**src/sv/ded_ram.sv**
```systemverilog
// Generic simple dual-port RAM: one write port, one registered read port.
// Read returns the old contents on a same-address write. No dependencies.
module ded_ram #(
  parameter int WIDTH = 8,
  parameter int DEPTH = 16
) (
  input  logic                     clk,
  input  logic                     we,
  input  logic [$clog2(DEPTH)-1:0] waddr,
  input  logic [WIDTH-1:0]         wdata,
  input  logic                     re,
  input  logic [$clog2(DEPTH)-1:0] raddr,
  output logic [WIDTH-1:0]         rdata
);

  logic [WIDTH-1:0] mem [DEPTH];

  always_ff @(posedge clk) begin
    if (we) begin
      mem[waddr] <= wdata;
    end
    if (re) begin
      rdata <= mem[raddr];
    end
  end

endmodule

```
**config.mk**
```make
export PLATFORM = sky130hd
export DESIGN_NAME = ded_ram
export DESIGN_NICKNAME = d
export VERILOG_FILES = /design/src/sv/ded_ram.sv
export SDC_FILE = /design/constraint.sdc
export NUM_CORES = 1
export LEC_CHECK = 0
export ABC_AREA = 1
export ABC_CLOCK_PERIOD_IN_PS = 1400
export BUFFER_PORTS_ARGS = -buffer_cell sky130_fd_sc_hd__buf_2
export CORE_MARGIN = 1
export CORE_UTILIZATION = 50
export DETAILED_ROUTE_END_ITERATION = 10
export PLACE_DENSITY = 0.67
export REMOVE_ABC_BUFFERS = 1
export SLEW_MARGIN = 10
export SYNTH_ARGS = -nofsm -noshare
export SYNTH_HDL_FRONTEND = slang
export SYNTH_SLANG_ARGS = --single-unit
```
**constraint.sdc**
```tcl
create_clock -name clk -period 1.4 [get_ports clk]
set_input_delay 0.07 -clock clk [delete_from_list [all_inputs] [get_ports clk]]
set_output_delay 0.07 -clock clk [all_outputs]
set_load 0.05 [all_outputs]
```
==> results <==
- The first detailed-routing pass took 4 iterations.
- In the layout the commonest cells are sky130_fd_sc_hd__nand2_1, sky130_fd_sc_hd__edfxtp_1, sky130_fd_sc_hd__inv_1, sky130_fd_sc_hd__nand3_1, sky130_fd_sc_hd__buf_2.
- The largest total area in the synthesized netlist belongs to sky130_fd_sc_hd__edfxtp_1.
- The leakage component of the power is 2.93 nW.
- The maximum achievable frequency is 0.862 GHz.
- The largest single stage delay on the critical path is 0.39 ns.
- STA puts the critical path data arrival time at 1.09 ns.
- After detailed routing, the average wire length per cell comes to 15.9 µm.
- The overall via count from detail_route is 3787.
- The global-route wire length before repair is 18900 µm.
- Yosys attributes the largest share of cell area to sky130_fd_sc_hd__edfxtp_1, sky130_fd_sc_hd__nand2_1, sky130_fd_sc_hd__nand3_1.
- Dividing the synthesized area by the synthesized cell count gives 10.6 µm².
- The post-route worst setup slack is 0.240 ns.
- Power comes to 9.31 mW.
- The clock reaches the later pin of the worst-skew pair after 0.41 ns.
- The half-perimeter wire length after detailed placement is 7380 µm.
- The clock edge transition at the registers on the reported setup and hold paths is 0.06 ns.
- The die height is 110 µm.
- The highest-delay cell along the critical path is sky130_fd_sc_hd__edfxtp_1.
- The buffers inserted during post-CTS setup optimization is 0.
- The setup slack at placement is 0.114 ns.
- Across the run, the number of max-cap violations was 0.
- Together, buffers and inverters on the worst path number 1.
- The final routed wirelength across all metal layers is 12000 µm.
- The count of nets left with antenna violations after detail routing is 0.
- The area added between synthesis and finish is 15.3%.
- The run finished with clean final reports.
- The class of the most critical hold timing path is in -> reg.
- The kind of cell adding the most delay to the critical path is flip-flops.
- The TritonCTS sink count is 136.
- Setup violations remaining at the end of the flow were counted as 0.
- Final hold analysis gives a worst-case slack of 0.0243 ns.
- After the first detailed-routing iteration, the DRC count stood at 294.
- Setup repair after global routing left no endpoint under its margin.
- Measured in cells, the most critical reg-to-reg path has a length of 6.
- The via density per instance is 5.04.
- The netlist uses 11 different library cells.
- Hold repair after CTS inserted 0 buffers.
- During synthesis, Yosys emitted a total of 0 warnings.
- The maximum buffer depth of the clock tree is 2.
- The all-layer global routing usage is 22.0%.
- The number of pins exceeding their max-slew limit in the final report was 0.
- Gates resized during post-CTS repair numbered 0.
- After synthesis, the largest area contributor takes up 69.8% of total cell area.
- Walking the worst path, the cells encountered are buf_2.
- The type of destination of the critical path is a primary output.
- The final RePlAce weighted congestion is 0.775.
- The share of post-route cells with drive strength above 1 is 12.6%.
- Subtracting the final worst setup slack from the clock period gives 1.16 ns.
- The number of antenna violations at the first check in global routing is 0.
- The initial core utilization is 51.2%.
- The number of endpoints with negative hold slack in the final report is 0.
- Of all nets on the critical path, the largest fanout is 1.
- TritonCTS built the clock tree.
- The logic depth of the worst setup path including buffers is 1.
- STA puts the critical path data required time at 1.33 ns.
- The maximum clock skew at final layout is 0.0121 ns.
- The number of filler instances in the final layout is 914.
- The number of input and output port buffers inserted is 26.
- The number of top-level pins is 27.
- The CTS root buffer is sky130_fd_sc_hd__clkbuf_16.
- The worst setup path is of the reg -> out kind.
- The maximum VDD drop is 0.000831 V.
- The worst setup path is launched from a flip-flop.
- The x dimension of the die is 110 µm.
- In this run the standard cell core region covers 0.0114 mm².
- The synthesized netlist occupies a cell area of 0.00585 mm².
- The number of antenna diodes is 0.
- The total overflow reported by the global router is 0.
- In the routed design, unresolved DRC markers number 0.
- Buffers inserted during clock tree synthesis total 17.
- In this run the tightest slew margin relative to its limit is 58.6%.
- The number of instances on the worst hold path is 1.
- In the final timing run, aggregate negative setup slack is 0 ns.
- The worst path uses 82.9% of the clock period.
- The via count of the first global-routing pass is 3746.
- The transition time at the pin with the least slew margin is 0.620 ns.
- Synthesis produced 551 cells.
- The floorplan row count is 39.
- The total number of nets in the final design is 615.
- The post-route core utilization is 59.0%.
- The area of the die is 0.0121 mm².
- Summing the sequential cell areas from Yosys gives 69.8% of the chip area.
- The largest net degree at the start of global routing is 53.
- For this design the ratio of total power to cell area is 1380 mW/mm².
- The number of levels the H-tree was split into is 4.
- Leaving out fill and tap cells, the most frequent cell in the layout is sky130_fd_sc_hd__nand2_1.
- Synthesis inferred 136 register bits.
==> power by group <==
group          internal [mW]  leakage [nW]  switching (mW)
clock                   2.57         0.268            1.53
combinational          0.168          1.43           0.426
sequential              4.59          1.24          0.0259
==> state kept, by name (all words and copies together) (netlist names) <==
register	cells
mem	128
rdata	8
==> per-stage QoR <==
stage	cell area [µm²]	std cells
floorplan	5680	527
global placement	6190	720
detailed placement	6190	720
CTS	6740	752
global route	6740	752
finish	6740	752
==> worst paths after layout <==
check	from	to	slack, ns
worst max-delay path	rdata[0]$_DFFE_PP_	rdata[0]	0.24
worst max register to register	mem[1][2]$_DFFE_PP_	rdata[2]$_DFFE_PP_	0.30
worst min register to register	mem[10][3]$_DFFE_PP_	rdata[3]$_DFFE_PP_	0.74
worst min-delay path	re	rdata[4]$_DFFE_PP_	0.02
==> kinds of logic after synthesis <==
group	Yosys count	share of synthesized area (%)
flip-flops	136	69.8
buffers and inverters	126	9.39
AND/OR/NAND/NOR	289	20.8
==> Yosys cell counts, drive strengths merged <==
cell / instances
edfxtp: 136
inv: 102
buf: 24
nor2: 17
nand3: 97
nand2: 173
nand3b: 2
==> per-layer routing <==
metal  up-vias  GRT usage, %  share of wire, %
li1       1868             -                 -
met1      1783          28.3                43
met2       124          36.2                50
met3        12          4.47               5.9
met4         0          9.87               1.5
met5         -             0                 0
==> cell type report <==
class                           count  area (µm²)  share of cell area (%)
Multi-Input combinational cell    289        1210                    18.0
Inverter                          102         383                    5.68
Timing Repair Buffer               50         335                    4.98
Tap cell                          143         179                    2.66
Clock inverter                     13         111                    1.65
Sequential cell                   136        4080                    60.6
Clock buffer                       19         433                    6.42
Power figures use the tool's default switching activity.
