<file path="src/sv/ded_pkg.sv">
// Shared constants and types of the depth edge darkening block.
// Used by the top level, the output buffer and the bench.
package ded_pkg;

  // Row storage and geometry
  localparam int MAX_WIDTH  = 1024;
  localparam int COL_W      = $clog2(MAX_WIDTH);
  localparam int WID_W      = $clog2(MAX_WIDTH + 1);
  localparam int MAX_HEIGHT = 4096;
  localparam int ROW_W      = $clog2(MAX_HEIGHT);
  localparam int CLIP_W     = 13;

  // Register field widths
  localparam int FW_W  = 11;
  localparam int FH_W  = 13;
  localparam int THR_W = 32;
  localparam int FAC_W = 9;
  localparam int CFG_IDX_W  = 3;
  localparam int CFG_DATA_W = 32;

  // Register indexes
  localparam logic [CFG_IDX_W-1:0] CFG_FRAME_WIDTH    = 3'd0;
  localparam logic [CFG_IDX_W-1:0] CFG_FRAME_HEIGHT   = 3'd1;
  localparam logic [CFG_IDX_W-1:0] CFG_CLIP_LEFT      = 3'd2;
  localparam logic [CFG_IDX_W-1:0] CFG_CLIP_TOP       = 3'd3;
  localparam logic [CFG_IDX_W-1:0] CFG_CLIP_RIGHT     = 3'd4;
  localparam logic [CFG_IDX_W-1:0] CFG_CLIP_BOTTOM    = 3'd5;
  localparam logic [CFG_IDX_W-1:0] CFG_JUMP_THRESHOLD = 3'd6;
  localparam logic [CFG_IDX_W-1:0] CFG_DARKEN_FACTOR  = 3'd7;

  // Register reset values
  localparam logic [FW_W-1:0]   RST_FRAME_WIDTH    = 11'd1024;
  localparam logic [FH_W-1:0]   RST_FRAME_HEIGHT   = 13'd1024;
  localparam logic [CLIP_W-1:0] RST_CLIP_LEFT      = 13'd0;
  localparam logic [CLIP_W-1:0] RST_CLIP_TOP       = 13'd0;
  localparam logic [CLIP_W-1:0] RST_CLIP_RIGHT     = 13'd4096;
  localparam logic [CLIP_W-1:0] RST_CLIP_BOTTOM    = 13'd4096;
  localparam logic [THR_W-1:0]  RST_JUMP_THRESHOLD = 32'd65536;
  localparam logic [FAC_W-1:0]  RST_DARKEN_FACTOR  = 9'd128;

  // Input op codes
  localparam logic OP_PIXEL = 1'b0;
  localparam logic OP_DRAIN = 1'b1;

  // Color masks
  localparam logic [31:0] TOP_BYTE  = 32'hFF00_0000;
  localparam logic [7:0]  CHAN_MASK = 8'hFF;

  // Output buffer (depth a power of two)
  localparam int FIFO_DEPTH = 4;
  localparam int FIFO_PTR_W = $clog2(FIFO_DEPTH);
  localparam int FIFO_CNT_W = $clog2(FIFO_DEPTH + 1);

  typedef struct packed {
    logic [31:0] color;
    logic        darkened;
    logic        eof;
  } out_item_t;

endpackage

</file>
<file path="src/sv/ded_ifs.sv">


interface ded_out_if;
  logic        valid;
  logic        ready;
  logic [31:0] out_color;
  logic        was_darkened;
  logic        end_of_frame;

  modport source (output valid, out_color, was_darkened, end_of_frame, input ready);
  modport sink (input valid, out_color, was_darkened, end_of_frame, output ready);
endinterface

</file>
<file path="src/sv/ded_out_buf.sv">
// Small result FIFO that drives the output channel.
// Depends on ded_pkg and ded_out_if.
module ded_out_buf (
  input  logic                           clk,
  input  logic                           rst,
  input  logic                           push,
  input  ded_pkg::out_item_t             push_item,
  output logic [ded_pkg::FIFO_CNT_W-1:0] count,
  ded_out_if.source                      result
);

  ded_pkg::out_item_t                  mem [ded_pkg::FIFO_DEPTH];
  logic [ded_pkg::FIFO_PTR_W-1:0]      wr_ptr;
  logic [ded_pkg::FIFO_PTR_W-1:0]      rd_ptr;
  logic                                pop;
  ded_pkg::out_item_t                  head;

  assign pop  = result.valid && result.ready;
  assign head = mem[rd_ptr];

  assign result.valid        = count != '0;
  assign result.out_color    = head.color;
  assign result.was_darkened = head.darkened;
  assign result.end_of_frame = head.eof;

  always_ff @(posedge clk) begin
    if (rst) begin
      wr_ptr <= '0;
      rd_ptr <= '0;
      count  <= '0;
    end else begin
      if (push) begin
        wr_ptr <= wr_ptr + 1'b1;
      end
      if (pop) begin
        rd_ptr <= rd_ptr + 1'b1;
      end
      count <= count + ded_pkg::FIFO_CNT_W'(push) - ded_pkg::FIFO_CNT_W'(pop);
    end
  end

  always_ff @(posedge clk) begin
    if (push) begin
      mem[wr_ptr] <= push_item;
    end
  end

endmodule

</file>
<file path="src/flat_wrapper.sv">
// flat-port wrapper written by rule: the top's interface ports become plain ports
module ded_out_buf_flat 
  (clk, rst, push, push_item, count, result_valid, result_out_color, result_was_darkened, result_end_of_frame, result_ready);
  ded_out_if result_i ();
  input  logic clk;
  input  logic rst;
  input  logic push;
  input  ded_pkg::out_item_t push_item;
  output logic [ded_pkg::FIFO_CNT_W-1:0] count;
  output wire logic [$bits(result_i.valid)-1:0] result_valid;
  output wire logic [$bits(result_i.out_color)-1:0] result_out_color;
  output wire logic [$bits(result_i.was_darkened)-1:0] result_was_darkened;
  output wire logic [$bits(result_i.end_of_frame)-1:0] result_end_of_frame;
  input wire logic [$bits(result_i.ready)-1:0] result_ready;
  assign result_valid = result_i.valid;
  assign result_out_color = result_i.out_color;
  assign result_was_darkened = result_i.was_darkened;
  assign result_end_of_frame = result_i.end_of_frame;
  assign result_i.ready = result_ready;
  ded_out_buf u_core (.clk(clk), .rst(rst), .push(push), .push_item(push_item), .count(count), .result(result_i));
endmodule
</file>
<file path="config.mk">
export PLATFORM = sky130hd
export DESIGN_NAME = ded_out_buf_flat
export DESIGN_NICKNAME = d
export VERILOG_FILES = /design/src/sv/ded_pkg.sv /design/src/sv/ded_ifs.sv /design/src/sv/ded_out_buf.sv /design/src/flat_wrapper.sv
export SDC_FILE = /design/constraint.sdc
export NUM_CORES = 1
export LEC_CHECK = 0
export ABC_CLOCK_PERIOD_IN_PS = 3830
export BUFFER_PORTS_ARGS = -buffer_cell sky130_fd_sc_hd__buf_4
export CAP_MARGIN = 20
export CORE_UTILIZATION = 26
export DETAILED_ROUTE_END_ITERATION = 8
export PLACE_DENSITY = 0.46
export REMOVE_ABC_BUFFERS = 1
export SYNTH_ARGS = -nofsm -noshare
export SYNTH_HDL_FRONTEND = slang
export SYNTH_SLANG_ARGS = --single-unit
</file>
<file path="constraint.sdc">
create_clock -name clk -period 3.83 [get_ports clk]
set_clock_uncertainty 0.05 [all_clocks]
set_input_delay 0.1915 -clock clk [delete_from_list [all_inputs] [get_ports clk]]
set_output_delay 0.1915 -clock clk [all_outputs]
set_load 0.1 [all_outputs]
</file>
==> metrics.cfg <==
[synth]
post_synth.cell_area_avg_um2 = 24.3
post_synth_num_cell_types = 21
synth_largest_area_cell = sky130_fd_sc_hd__edfxtp_1
synth_top_area_share_pct = 75.3
yosysWarningCount = 0
postSynthCellCount = 223
yosysSeqAreaShare_pct = 78.6
synth_area_leaders = sky130_fd_sc_hd__edfxtp_1 (75%), sky130_fd_sc_hd__mux4_2 (12%), sky130_fd_sc_hd__dfxtp_1 (3.3%)
syn-cell-area_um2 = 5430
postSynthRegisterBits = 145

[sta]
timing.final.max_slew_violations = 0
tightest_slew_ns = 1.03
max_freq_mhz = 409
rsz0062_at_grt = false
tns_setup_ns = 0
timing_hold_violations_final = 0
setup_violation_total_in_the_final_timing_report = 0
finalCriticalPeriod_ns = 2.45
min_period_over_period_pct = 63.9
timing.slew.headroom_pct = 31.2

[placed_design]
finalWeightedCongestion = 0.660
detailed_place_hpwl_um = 5710
placement.io_buffers = 75

[power_and_ir_drop]
cellInternalPower_uw = 3390
power.switching_fraction_pct = 36.4
leakagePower_uw = 0.00246
comb_power_share_pct = 31.4
share_seq_of_total_power_pct = 37.1
power_frac_clock_pct = 31.5
cellPowerDensity_nw_per_um2 = 740
report.power.total_uw = 5320
netSwitchingPower_uw = 1940
irDropWorstVdd_mv = 0.582

[worst_hold_path]
min_path_type = in -> reg
worstHoldStart = push
timing.hold.worst_path_depth = 3
hold_path_end = u_core.wr_ptr[1]

[cells_and_area]
post_layout_nets = 388
fill_cells = 1919
num_antenna_cells = 0
layout-drive-gt1-share_pct = 39.6
synthToLayoutAreaGrowth_pct = 32.6

[global_routing]
antenna_violations_before_repair = 0
maximum_number_of_pins_on_one_net_before_global_route_repair = 35
grt_pass1_vias = 2781
grt_overflow_total = 0
first_pass_grt_wire_length_um = 15600
grt_util_all_layers_pct = 10.2

[floorplanning]
chipHeight_um = 146
die-width_um = 146
top_level_ports = 76
floorplan_core_area_um2 = 20400
floorplan.rows = 52
floorplan.die_area_um2 = 21400
start_util_pct = 26.6

[detailed_routing]
drt_first_iter_violations = 119
finalWirelength_um = 10200
drt-pass1-iter-count = 4
wire_per_inst_um = 16.3
post_drt_via_cell_ratio = 4.08
post_detailed_route_count_of_antenna_violating_nets = 0
vias_after_detailed_routing = 2555
remaining_drcs = 0

[clock_network]
clock_insertion_delay_at_the_later_pin_of_the_skew_report_ns = 0.42
ctsRootBufferMaster = sky130_fd_sc_hd__clkbuf_16
post_cts_buffers = 0
clkSinkCount = 145
clkTransAtPathRegs_ns = 0.06
max-clock-path-buffers = 2
htree_num_levels = 4
tritoncts = yes
cts_buffer_count = 17
hold_fix_buffers_at_cts = 35
post_cts_resize_count = 0

[outcome]
outcome = finished clean

[run]
cap_violations = 0

[critical_path]
r2r_cells = 7
timing.critical_path.fanout_max = 34
cp-end-kind = output pin
timing.critical_path.required_ns = 3.59
timing.reg2reg.setup_slack_ns = 1.83
crit_path_start_kind = flip-flop
worstSetupPathType = reg -> out
cp_data_arrival_time_ns = 2.21
r2r_start = u_core.count[1]
regToRegEndpoint = u_core.count[2]

==> worst max path at each step <==
stage	startpoint	slack, ns	depth (start not counted)	to
after floorplan	flip-flop	0.94	1	result_end_of_frame
after global placement	flip-flop	1.78	2	result_was_darkened
after detailed placement	flip-flop	1.77	2	result_out_color[0]
after CTS	flip-flop	1.31	2	result_out_color[0]
after global routing	flip-flop	1.22	2	result_out_color[0]
final	flip-flop	1.38	2	result_out_color[0]
==> cells in the mapped netlist <==
cell,number
sky130_fd_sc_hd__xor3_1,1
sky130_fd_sc_hd__inv_1,6
sky130_fd_sc_hd__xnor2_1,1
sky130_fd_sc_hd__fa_1,1
sky130_fd_sc_hd__o31a_1,1
sky130_fd_sc_hd__nor2_1,5
sky130_fd_sc_hd__mux2i_1,1
sky130_fd_sc_hd__o311ai_0,1
sky130_fd_sc_hd__dfxtp_1,9
sky130_fd_sc_hd__buf_12,3
sky130_fd_sc_hd__buf_6,1
sky130_fd_sc_hd__ha_1,6
sky130_fd_sc_hd__edfxtp_1,136
sky130_fd_sc_hd__nor2b_1,4
sky130_fd_sc_hd__or3_1,1
sky130_fd_sc_hd__mux4_1,4
sky130_fd_sc_hd__and2_1,4
sky130_fd_sc_hd__mux4_2,30
sky130_fd_sc_hd__buf_2,3
sky130_fd_sc_hd__clkbuf_1,2
sky130_fd_sc_hd__mux2_2,3
==> sequential cells by signal, summed over array words and instances (netlist names), named ones only <==
| signal | flops |
|---|---|
| u_core.rd_ptr | 2 |
| u_core.mem | 136 |
| u_core.count | 3 |
| u_core.wr_ptr | 2 |
==> final cells by class <==
cell class / count / area (µm²) / share of cell area [%]
repair buffers: 110 / 913 / 12.7
well taps: 270 / 338 / 4.70
multi-input cells: 63 / 1050 / 14.6
clock buffers: 20 / 437 / 6.07
inverters: 6 / 22.5 / 0.313
flip-flops and latches: 145 / 4270 / 59.3
clock inverters: 12 / 165 / 2.30
==> cell families (layout without fill, tap and decap cells) <==
logic type | count (synthesis) | after routing | share of synthesized area, %
AOI/OAI and AO/OA | 2 | 2 | 0.323
xor gates and xnor gates | 2 | 2 | 0.600
adders and majority gates | 7 | 7 | 1.75
buffers and inverters | 15 | 148 | 2.14
DFF | 145 | 145 | 78.6
muxes | 38 | 38 | 15.2
and+or+nand+nor | 14 | 14 | 1.38
==> critical path, stage by stage (launching register included) <==
cell and delay (ns):
sky130_fd_sc_hd__dfxtp_4 0.84, sky130_fd_sc_hd__mux4_1 0.67, sky130_fd_sc_hd__buf_4 0.25
==> metal layers <==
metal | up-vias | share of wire, % | global-route usage [%]
li1 | 1163 | - | -
met1 | 1315 | 44 | 12.1
met2 | 61 | 49 | 16.2
met3 | 16 | 5.0 | 3.88
met4 | 0 | 2.1 | 5.00
met5 | - | 0 | 0
==> metrics by stage <==
step | std cells | hold slack (ns) | cell area [µm²] | setup WS (ns) | util (%)
final | 626 | 0.0262 | 7190 | 1.38 | 35.3
after detailed placement | 559 | 0.346 | 6240 | 1.77 | 30.7
after floorplan | 214 | 0.213 | 5330 | 0.938 | -
after global placement | 559 | 0.342 | 6240 | 1.78 | 30.7
after CTS | 626 | 0.0170 | 7190 | 1.31 | 35.3
after global routing | 626 | 0.0481 | 7190 | 1.22 | 35.3
==> placed cells by master (no fill, tap or decap), drive strengths merged, types with 5 or more instances in the layout <==
cell type and count:
clkinv 5, dlygate4sd3 35, edfxtp 136, clkbuf 20, dfxtp 9, mux4 34, inv 6, nor2 5
buf 75, ha 6
==> power groups by stage <==
stage	logic (µW)	registers [µW]	clock network [µW]
finish	1670	1980	1680
detailed placement	1660	2020	0
global route	1730	2000	1780
floorplan	1260	2050	0
CTS	1690	1990	1720
global placement	1650	2010	0
Note: power is estimated with default switching activity, not from simulation.
